## src/hdl/cluster_track_hit_ranking_defines.svh

```systemverilog
// Assertion macros shared by the cluster track hit ranking RTL.
`ifndef CLUSTER_TRACK_HIT_RANKING_DEFINES_SVH
`define CLUSTER_TRACK_HIT_RANKING_DEFINES_SVH

// Implication checked on every clock edge outside reset.
`define CTHR_ASSERT_IMP(label, clk, rst_n, ante, cons, msg) \
	label: assert property (@(posedge clk) disable iff (!rst_n) (ante) |-> (cons)) \
		else $error(msg);

// Next-cycle implication checked outside reset.
`define CTHR_ASSERT_NEXT(label, clk, rst_n, ante, cons, msg) \
	label: assert property (@(posedge clk) disable iff (!rst_n) (ante) |=> (cons)) \
		else $error(msg);

`endif

```

## src/hdl/cthr_pkg.sv

```systemverilog
//------------------------------------------------------------------------------
// cthr_pkg
// Shared types and constants of the cluster track hit ranking block.
//------------------------------------------------------------------------------
`default_nettype none
package cthr_pkg;
	localparam int MaxTracks = 64;
	localparam int TopCount = 5;
	localparam int LayersPerModule = 6;
	localparam int IdxW = $clog2(MaxTracks);
	localparam int UsedW = $clog2(MaxTracks + 1);
	localparam int RankW = 3;
	localparam int IdW = 24;
	localparam int CntW = 8;
	localparam logic [CntW-1:0] CountMax = '1;

	typedef enum logic [2:0] {
		ST_IDLE,
		ST_SCAN,
		ST_UPDATE,
		ST_RANK,
		ST_EMIT,
		ST_CLEAR
	} state_t;

	// Commands from controller to datapath.
	typedef struct packed {
		logic load_hit;
		logic scan_start;
		logic scan_step;
		logic update;
		logic rank_start;
		logic rank_step;
		logic emit_load;
		logic clear;
	} cmd_t;

	// Status from datapath to controller.
	typedef struct packed {
		logic scan_done;
		logic last_id;
		logic rank_done;
		logic run_done;
		logic hit_last;
	} stat_t;
endpackage
`default_nettype wire

```

## src/hdl/cthr_datapath.sv

```systemverilog
//------------------------------------------------------------------------------
// cthr_datapath
// Track table, serial id match, serial ranking scan and output register.
//------------------------------------------------------------------------------
`default_nettype none
`include "cluster_track_hit_ranking_defines.svh"
module cthr_datapath (
	input  wire logic                 clk,
	input  wire logic                 arst_n,
	input  wire cthr_pkg::cmd_t       cmd,
	output cthr_pkg::stat_t           stat,
	input  wire logic [3:0]           layer,
	input  wire logic [1:0]           time_flags,
	input  wire logic [23:0]          track_first,
	input  wire logic [23:0]          track_second,
	input  wire logic                 last_hit,
	output logic [2:0]                rank,
	output logic [23:0]               track_id,
	output logic [7:0]                hit_count,
	output logic [5:0]                layers_first_module,
	output logic [5:0]                layers_second_module,
	output logic [2:0]                tracks_reported,
	output logic                      table_overflow,
	output logic                      last_result
);
	import cthr_pkg::*;

	logic [IdW-1:0]  ids_q   [MaxTracks];
	logic [CntW-1:0] cnts_q  [MaxTracks];
	logic [5:0]      mfa_q   [MaxTracks];
	logic [5:0]      mfb_q   [MaxTracks];
	logic [MaxTracks-1:0] taken_q;

	logic [UsedW-1:0] used_q;
	logic             ovf_q;
	logic [IdW-1:0]   id_a_q, id_b_q;
	logic [1:0]       pend_q;
	logic             mod_q;
	logic [5:0]       bit_q;
	logic             last_q;
	logic [UsedW-1:0] scan_q;
	logic             found_q;
	logic [IdxW-1:0]  slot_q;
	logic [CntW-1:0]  slot_cnt_q;
	logic [5:0]       slot_mfa_q;
	logic [5:0]       slot_mfb_q;
	logic [IdxW-1:0]  best_q;
	logic             best_ok_q;
	logic [CntW-1:0]  best_cnt_q;
	logic [IdW-1:0]   best_id_q;
	logic [5:0]       best_mfa_q;
	logic [5:0]       best_mfb_q;
	logic [RankW-1:0] rank_q;
	logic [RankW-1:0] rep_q;

	logic [IdW-1:0]   rd_id_q;
	logic [CntW-1:0]  rd_cnt_q;
	logic [5:0]       rd_mfa_q;
	logic [5:0]       rd_mfb_q;
	logic             cmp_ok_s1;
	logic [IdxW-1:0]  cmp_idx_s1;

	logic [IdW-1:0] cur_id;
	logic [IdxW-1:0] scan_idx;
	logic [IdxW-1:0] best_idx;
	logic            cur_is_b;
	logic [UsedW-1:0] used_d;

	// The pending id is the first one still to be applied.
	assign cur_is_b = !pend_q[0];
	assign cur_id = cur_is_b ? id_b_q : id_a_q;
	assign scan_idx = scan_q[IdxW-1:0];
	assign best_idx = best_q;

	// Fill count as it stands after the update of this cycle.
	assign used_d = (cmd.update && pend_q != 2'b00 && !found_q &&
		used_q < UsedW'(MaxTracks)) ? used_q + 1'b1 : used_q;

	// Status toward the controller.
	always_comb begin
		stat.scan_done = found_q || ((scan_q >= used_q) && !cmp_ok_s1);
		stat.last_id   = (pend_q == 2'b01) || (pend_q == 2'b10) || (pend_q == 2'b00);
		stat.rank_done = (scan_q >= used_q) && !cmp_ok_s1;
		stat.run_done  = (rank_q + 1'b1 >= rep_q) || (rep_q == '0);
		stat.hit_last  = last_q;
	end

	// Control registers of the datapath.
	always_ff @(posedge clk or negedge arst_n) begin
		if (!arst_n) begin
			used_q <= '0;
			ovf_q <= 1'b0;
			pend_q <= '0;
			taken_q <= '0;
		end else begin
			if (cmd.load_hit) begin
				pend_q <= (layer < 4'(2 * LayersPerModule)) ? time_flags : 2'b00;
			end
			if (cmd.update && pend_q != 2'b00) begin
				if (found_q) begin
				end else if (used_q < UsedW'(MaxTracks)) begin
					used_q <= used_q + 1'b1;
				end else begin
					ovf_q <= 1'b1;
				end
				if (!cur_is_b) pend_q[0] <= 1'b0;
				else pend_q[1] <= 1'b0;
			end
			if (cmd.rank_start) taken_q <= '0;
			if (cmd.emit_load && best_ok_q) taken_q[best_idx] <= 1'b1;
			if (cmd.clear) begin
				used_q <= '0;
				ovf_q <= 1'b0;
			end
		end
	end

	// Hit capture, id scan and ranking scan. The scan address is issued in the cycle
	// before its entry is compared, since the table is read through a register.
	always_ff @(posedge clk) begin
		if (cmd.load_hit) begin
			id_a_q <= track_first;
			id_b_q <= track_second;
			last_q <= last_hit;
			mod_q  <= (layer >= 4'(LayersPerModule));
			bit_q  <= 6'(1) << ((layer >= 4'(LayersPerModule)) ?
				layer - 4'(LayersPerModule) : layer);
			rank_q <= '0;
		end
		if (cmd.scan_start) begin
			scan_q <= '0;
			found_q <= 1'b0;
			cmp_ok_s1 <= 1'b0;
		end else if (cmd.scan_step) begin
			if (scan_q < used_q) scan_q <= scan_q + 1'b1;
			cmp_ok_s1 <= (scan_q < used_q);
			cmp_idx_s1 <= scan_idx;
			if (cmp_ok_s1 && rd_id_q == cur_id) begin
				found_q <= 1'b1;
				slot_q <= cmp_idx_s1;
				slot_cnt_q <= rd_cnt_q;
				slot_mfa_q <= rd_mfa_q;
				slot_mfb_q <= rd_mfb_q;
			end
		end
		if (cmd.rank_start) begin
			scan_q <= '0;
			cmp_ok_s1 <= 1'b0;
			best_ok_q <= 1'b0;
			best_q <= '0;
			rep_q <= (used_d > UsedW'(TopCount)) ? RankW'(TopCount) : RankW'(used_d);
		end else if (cmd.rank_step) begin
			if (scan_q < used_q) scan_q <= scan_q + 1'b1;
			cmp_ok_s1 <= (scan_q < used_q);
			cmp_idx_s1 <= scan_idx;
			if (cmp_ok_s1 && !taken_q[cmp_idx_s1] &&
				(!best_ok_q || rd_cnt_q > best_cnt_q)) begin
				best_q <= cmp_idx_s1;
				best_ok_q <= 1'b1;
				best_cnt_q <= rd_cnt_q;
				best_id_q <= rd_id_q;
				best_mfa_q <= rd_mfa_q;
				best_mfb_q <= rd_mfb_q;
			end
		end
		if (cmd.emit_load) begin
			scan_q <= '0;
			cmp_ok_s1 <= 1'b0;
			best_ok_q <= 1'b0;
			rank_q <= rank_q + 1'b1;
		end
	end

	// Table write: a hit either bumps the found entry or, while the table has room, opens a new one.
	// The table is read at the scan address into the read registers.
	always_ff @(posedge clk) begin
		rd_id_q  <= ids_q[scan_idx];
		rd_cnt_q <= cnts_q[scan_idx];
		rd_mfa_q <= mfa_q[scan_idx];
		rd_mfb_q <= mfb_q[scan_idx];
		if (cmd.update && pend_q != 2'b00) begin
			if (found_q) begin
				cnts_q[slot_q] <= (slot_cnt_q != CountMax) ? slot_cnt_q + 1'b1 : slot_cnt_q;
				if (mod_q) mfb_q[slot_q] <= slot_mfb_q | bit_q;
				else mfa_q[slot_q] <= slot_mfa_q | bit_q;
			end else if (used_q < UsedW'(MaxTracks)) begin
				ids_q[used_q[IdxW-1:0]]  <= cur_id;
				cnts_q[used_q[IdxW-1:0]] <= 8'd1;
				mfa_q[used_q[IdxW-1:0]]  <= mod_q ? 6'd0 : bit_q;
				mfb_q[used_q[IdxW-1:0]]  <= mod_q ? bit_q : 6'd0;
			end
		end
	end

	// Output word register.
	always_ff @(posedge clk) begin
		if (cmd.emit_load) begin
			rank <= rank_q;
			tracks_reported <= rep_q;
			table_overflow <= ovf_q;
			last_result <= (rank_q + 1'b1 >= rep_q);
			if (best_ok_q && rep_q != '0) begin
				track_id <= best_id_q;
				hit_count <= best_cnt_q;
				layers_first_module <= best_mfa_q;
				layers_second_module <= best_mfb_q;
			end else begin
				track_id <= '0;
				hit_count <= '0;
				layers_first_module <= '0;
				layers_second_module <= '0;
			end
		end
	end

	`CTHR_ASSERT_IMP(a_used_bound, clk, arst_n, 1'b1, used_q <= UsedW'(MaxTracks), "table count beyond capacity")
	`CTHR_ASSERT_NEXT(a_clear_empties, clk, arst_n, cmd.clear, used_q == '0 && !ovf_q, "clear failed")
	`CTHR_ASSERT_IMP(a_rep_bound, clk, arst_n, cmd.emit_load, rep_q <= RankW'(TopCount), "report count too big")
endmodule
`default_nettype wire

```

## src/hdl/cthr_ctrl.sv

```systemverilog
//------------------------------------------------------------------------------
// cthr_ctrl
// Sequencer: id match and update per hit, then ranking and output per cluster.
//------------------------------------------------------------------------------
`default_nettype none
`include "cluster_track_hit_ranking_defines.svh"
module cthr_ctrl (
	input  wire logic            clk,
	input  wire logic            arst_n,
	input  wire logic            in_valid,
	output logic                 in_stall,
	input  wire logic            out_stall,
	output logic                 out_valid,
	input  wire cthr_pkg::stat_t stat,
	output cthr_pkg::cmd_t       cmd
);
	import cthr_pkg::*;

	state_t state_q, state_d;
	logic   ov_q;
	logic   out_free;

	assign out_free = !ov_q || !out_stall;

	// Next state.
	always_comb begin
		state_d = state_q;
		case (state_q)
			ST_IDLE:   if (in_valid) state_d = ST_SCAN;
			ST_SCAN:   if (stat.scan_done) state_d = ST_UPDATE;
			ST_UPDATE: begin
				if (!stat.last_id) state_d = ST_SCAN;
				else if (stat.hit_last) state_d = ST_RANK;
				else state_d = ST_IDLE;
			end
			ST_RANK:   if (stat.rank_done) state_d = ST_EMIT;
			ST_EMIT:   if (out_free) state_d = stat.run_done ? ST_CLEAR : ST_RANK;
			ST_CLEAR:  state_d = ST_IDLE;
			default:   state_d = ST_IDLE;
		endcase
	end

	// Commands.
	always_comb begin
		cmd = '0;
		in_stall = (state_q != ST_IDLE);
		case (state_q)
			ST_IDLE:   begin
				cmd.load_hit = in_valid;
				cmd.scan_start = in_valid;
			end
			ST_SCAN:   cmd.scan_step = !stat.scan_done;
			ST_UPDATE: begin
				cmd.update = 1'b1;
				cmd.scan_start = !stat.last_id;
				cmd.rank_start = stat.last_id && stat.hit_last;
			end
			ST_RANK:   cmd.rank_step = !stat.rank_done;
			ST_EMIT:   cmd.emit_load = out_free;
			ST_CLEAR:  cmd.clear = 1'b1;
			default:   cmd = '0;
		endcase
	end

	always_ff @(posedge clk or negedge arst_n) begin
		if (!arst_n) begin
			state_q <= ST_IDLE;
			ov_q <= 1'b0;
		end else begin
			state_q <= state_d;
			if (cmd.emit_load) ov_q <= 1'b1;
			else if (!out_stall) ov_q <= 1'b0;
		end
	end

	assign out_valid = ov_q;

	`CTHR_ASSERT_IMP(a_idle_only_take, clk, arst_n, cmd.load_hit, state_q == ST_IDLE, "hit taken while busy")
	`CTHR_ASSERT_NEXT(a_emit_valid, clk, arst_n, cmd.emit_load, ov_q, "emitted word not valid")
	`CTHR_ASSERT_IMP(a_emit_free, clk, arst_n, cmd.emit_load, !ov_q || !out_stall, "overwrite of stalled word")
endmodule
`default_nettype wire

```

## src/hdl/cluster_track_hit_ranking.sv

```systemverilog
// Sequence: a hit is taken in the idle state; then for each valid id (once if none) the table
// fill is scanned through a register, one entry per cycle, and the table is updated.
// A last hit adds per rank a scan plus an output load, which waits while the output stalls,
// and then a clear state. Only one hit is taken at a time; the input stalls until it is done.
// Reset: arst_n clears the sequencer, table fill count and overflow flag; table contents
// are left as they are and are never read before written.
//------------------------------------------------------------------------------
// cluster_track_hit_ranking
// Counts track ids over the hits of a cluster and ranks the top five on the last hit.
//------------------------------------------------------------------------------
`default_nettype none
module cluster_track_hit_ranking (
	input  wire logic        clk,
	input  wire logic        arst_n,
	input  wire logic        in_valid,
	output logic             in_stall,
	input  wire logic [3:0]  layer,
	input  wire logic [1:0]  time_flags,
	input  wire logic [23:0] track_first,
	input  wire logic [23:0] track_second,
	input  wire logic        last_hit,
	output logic             out_valid,
	input  wire logic        out_stall,
	output logic [2:0]       rank,
	output logic [23:0]      track_id,
	output logic [7:0]       hit_count,
	output logic [5:0]       layers_first_module,
	output logic [5:0]       layers_second_module,
	output logic [2:0]       tracks_reported,
	output logic             table_overflow,
	output logic             last_result
);
	import cthr_pkg::*;

	cmd_t  cmd;
	stat_t stat;

	// Sequencer.
	cthr_ctrl u_ctrl (
		.clk(clk), .arst_n(arst_n), .in_valid(in_valid), .in_stall(in_stall),
		.out_stall(out_stall), .out_valid(out_valid), .stat(stat), .cmd(cmd)
	);

	// Table and ranking datapath.
	cthr_datapath u_dp (
		.clk(clk), .arst_n(arst_n), .cmd(cmd), .stat(stat),
		.layer(layer), .time_flags(time_flags), .track_first(track_first),
		.track_second(track_second), .last_hit(last_hit),
		.rank(rank), .track_id(track_id), .hit_count(hit_count),
		.layers_first_module(layers_first_module),
		.layers_second_module(layers_second_module),
		.tracks_reported(tracks_reported), .table_overflow(table_overflow),
		.last_result(last_result)
	);
endmodule
`default_nettype wire
```

## config.mk

```make
export PLATFORM = sky130hd
export DESIGN_NAME = cluster_track_hit_ranking
export DESIGN_NICKNAME = d
export VERILOG_FILES = /design/src/hdl/cthr_pkg.sv /design/src/hdl/cthr_datapath.sv /design/src/hdl/cthr_ctrl.sv /design/src/hdl/cluster_track_hit_ranking.sv
export VERILOG_INCLUDE_DIRS = /design/src /design/src/hdl
export SDC_FILE = /design/constraint.sdc
export NUM_CORES = 2
export LEC_CHECK = 0
export BUFFER_PORTS_ARGS = -buffer_cell sky130_fd_sc_hd__buf_2
export CORE_MARGIN = 3
export CORE_UTILIZATION = 63
export CTS_CLUSTER_DIAMETER = 60
export DETAILED_ROUTE_END_ITERATION = 8
export GPL_ROUTABILITY_DRIVEN = 0
export PLACE_DENSITY = 0.79
export SLEW_MARGIN = 20
export SYNTH_ARGS = -nofsm -noshare
export SYNTH_HDL_FRONTEND = slang
export SYNTH_SLANG_ARGS = --single-unit
```

## constraint.sdc

```tcl
create_clock -name clk -period 5.1 [get_ports clk]
set_clock_uncertainty 0.2 [all_clocks]
set_input_delay 0 -clock clk [delete_from_list [all_inputs] [get_ports clk]]
set_output_delay 0 -clock clk [all_outputs]
set_load 0.005 [all_outputs]
```

==> results.yml <==
finish:
  syn2layout_area_growth_pct: 12.9
  fin_cells: 8504
  regArea_um2: 93400
  fin_nets: 5839
  multi_input_area_um2: 26800
  final.fill_count: 9773
  utilization: 0.716
  drive_gt1_frac: 0.291
job:
  max-cap-violations: 0
routing:
  drt_iter0_drc: 10591
  routed_wl_mm: 339
  dr.pass1.iters: 9
  avgRoutedWirePerCell_um: 39.9
  vias: 63441
  viasPerCell: 7.46
  drc: 0
  drtAntennaViolNets: 0
sta:
  finalSetupTns_ns: 0
  min_period_over_period: 0.868
  finalSetupViolations: 0
  slew_violations: 0
  relSlewSlack: 0.175
  period_needed_ns: 4.43
  hold_violations: 0
  worstMarginPinSlew_ns: 1.24
  max_freq_mhz: 226
  setup_ws_ns: 0.674
  rsz0062_at_grt: "no"
clock_network:
  clkTransAtPathRegs_ns: 0.07
  cts_num_sinks: 3144
  h-tree-depth: 5
  numCtsBuffers: 309
  post_cts_resized: 0
  cts_tree: "built"
  root_buffer: "clkbuf_16"
  clock_latency_ns: 0.97
  max-clock-path-buffers: 4
global_route:
  grt_antenna_before_repair: 24
  grt_pass1_wl_mm: 483
  grt_overflow_total: 0
  track_usage: 0.349
  grt_pass1_vias: 63023
  grt_max_degree: 119
logic_synthesis:
  synthesis.area_um2: 121000
  synth_seq_cells: 3144
  synthesis.nets: 5426
  synth_ff_type: "edfxtp_1"
  synth_edf_count: 3000
  syn_inst: 5344
  yosys_warnings: 0
  synth_cell_types: 61
  yosysTopAreaCell: "edfxtp_1"
  synthArstFlopShare: 0.0248
  yosysSeqAreaShare: 0.772
  syn_area_per_cell_um2: 22.6
  synth_top_area_frac: 0.745
  synthTopCellsByArea: "edfxtp_1 (74%), mux4_2 (17%), dfrtp_1 (1.6%)"
floorplan:
  die_h_um: 444
  io_pins: 113
  start_util: 0.635
  die_w_um: 444
  core_area_um2: 191000
  rows: 160
  die_area_um2: 197000
placed_design:
  dpl.hpwl_mm: 168
  dp_worst_setup_slack_ns: 0.992
  placed_cells: 7832
  portBuffers: 112
pwr:
  leakagePower_nw: 42.0
  irDropWorstVdd_mv: 0.368
  p_per_area_nw_per_um2: 491
status:
  outcome: "finished clean"
critical_path:
  critPathCaptureType: "register"
  cp_max_fo: 24
  cp_top_family: "simple AND/OR/NAND/NOR gates"
  crit_chain: "o21ai_0, or4_1, nand2b_2, nor2_1, nand2_1, nor2_4"
  cp-start-kind: "register"
  critPathBufInv: 0
  crit_arrival_ns: 4.76
  path_class: "register to register"
  slowest_delay_ns: 1.17
  cp_slowest_cell: "nor2_4"
  crit_required_ns: 5.43
min_path:
  hold_class: "input port to async pin"
-- cell usage in the layout (no fill, tap or decap), drive strengths merged, types with 47 or more instances in the layout --
cell         netlist  layout
a21oi             61      61
a22o              71      71
buf              131     272
clkbuf           160     392
clkinv             2     105
dfrtp             78      78
dfxtp             66      66
dlygate4sd3        0     121
edfxtp          3000    3000
inv               39      47
mux4             907     907
nand2             59      59
nor2             331     331
-- state kept, by name (all words and copies together) (netlist names), 7 cells and up --
signal           flops
u_dp.used_q          7
u_dp.rd_cnt_q        8
u_dp.cnts_q        512
u_dp.rd_id_q        24
u_dp.hit_count       8
u_dp.scan_q          7
u_dp.ids_q        1536
u_dp.mfb_q         384
u_dp.id_b_q         24
u_dp.taken_q        64
u_dp.best_id_q      24
u_dp.slot_cnt_q      8
u_dp.mfa_q         384
u_dp.id_a_q         24
u_dp.track_id       24
u_dp.best_cnt_q      8
-- cell type report --
cell class	instances	share of cell area
Clock inverter	144	0.0101
Sequential cell	3144	0.684
Tap cell	2511	0.0230
Inverter	41	0.00113
Clock buffer	392	0.0605
Multi-Input combinational cell	1868	0.196
Timing Repair Buffer	393	0.0247
Antenna cell	11	0.000202
-- cell usage after synthesis (all sizes together), types with 3 or more instances --
master,instances
mux2i,36
a32oi,3
o21ai,28
xnor2,21
nor3,21
ha,23
and3,11
and2,41
a21o,8
a41oi,3
a31oi,8
nor2,331
nand2,59
nand2b,13
xor2,13
a21boi,4
a21oi,61
edfxtp,3000
nand3,37
nor4b,5
a211oi,38
inv,39
mux2,31
nand3b,3
a2111oi,3
nand4,11
or3,4
nor3b,6
mux4,907
clkbuf,160
dfxtp,66
dfrtp,78
or2,11
a22o,71
buf,131
o22ai,3
nor2b,33
-- layer usage --
| layer | global-route usage | share of wire | vias up |
|---|---|---|---|
| met4 | 0.160 | 0.055 | 18 |
| met5 | 0 | 0.00037 | - |
| li1 | - | - | 23271 |
| met3 | 0.0905 | 0.14 | 1130 |
| met2 | 0.546 | 0.48 | 6292 |
| met1 | 0.472 | 0.32 | 32730 |
-- cells by family (layout without fill, tap and decap cells) --
group | count (synthesis) | count (layout) | share of synthesized area
flops | 3144 | 3144 | 0.772
mux | 974 | 974 | 0.175
simple gates | 593 | 593 | 0.0223
buf+inv | 332 | 970 | 0.0118
compound gates | 244 | 244 | 0.0145
xor+xnor | 34 | 34 | 0.00246
fa+ha+maj | 23 | 23 | 0.00238
other cells | 0 | 11 | 0
-- stage by stage --
| stage | instance area (um^2) | power [mW] | hold WS, ns |
|---|---|---|---|
| floorplan | 121000 | 39.5 | -0.496 |
| global placement | 125000 | 43.5 | -0.0235 |
| detailed placement | 126000 | 43.9 | -0.0217 |
| CTS | 136000 | 66.5 | 0.0158 |
| global route | 137000 | 68.4 | 0.0893 |
| finish | 137000 | 67.1 | 0.0432 |
-- power breakdown --
group	switching (mW)	internal [mW]	total [mW]	leakage [nW]
sequential	0.704	31.0	31.7	28.5
combinational	7.85	4.69	12.5	8.76
clock	9.97	12.8	22.8	4.73
-- worst min-delay path, stage by stage --
cell	delay [ns]
dlygate4sd3_1	0.53
dlygate4sd3_1	0.59
buf_4	0.15
buf_16	0.33
-- repair_timing --
item	4_1_cts	5_1_grt
buffers inserted	0	0
hold buffers	122	0
endpoints found under the hold margin	215	0
-- final timing paths --
kind | start | to | slack, ns | cells after the start
hold reg to reg | u_dp.rd_mfb_q[3]$_DFF_P_ | u_dp.slot_mfb_q[3]$_DFFE_PP_ | 0.24 | 0
min in group clk | track_first[1] | u_dp.id_a_q[1]$_DFFE_PP_ | 0.09 | 3
setup / recovery | u_ctrl.state_q[1]$_DFFE_PN0P_ | u_dp.ids_q[44][10]$_DFFE_PP_ | 0.67 | 6
max in group asynchronous | arst_n | u_ctrl.state_q[1]$_DFFE_PN0P_ | 4.32 | 4
setup reg to reg | u_ctrl.state_q[1]$_DFFE_PN0P_ | u_dp.ids_q[44][10]$_DFFE_PP_ | 0.67 | 6
hold / removal | arst_n | u_dp.taken_q[7]$_DFF_PN0_ | 0.04 | 4
Note: power is estimated with default switching activity, not from simulation.
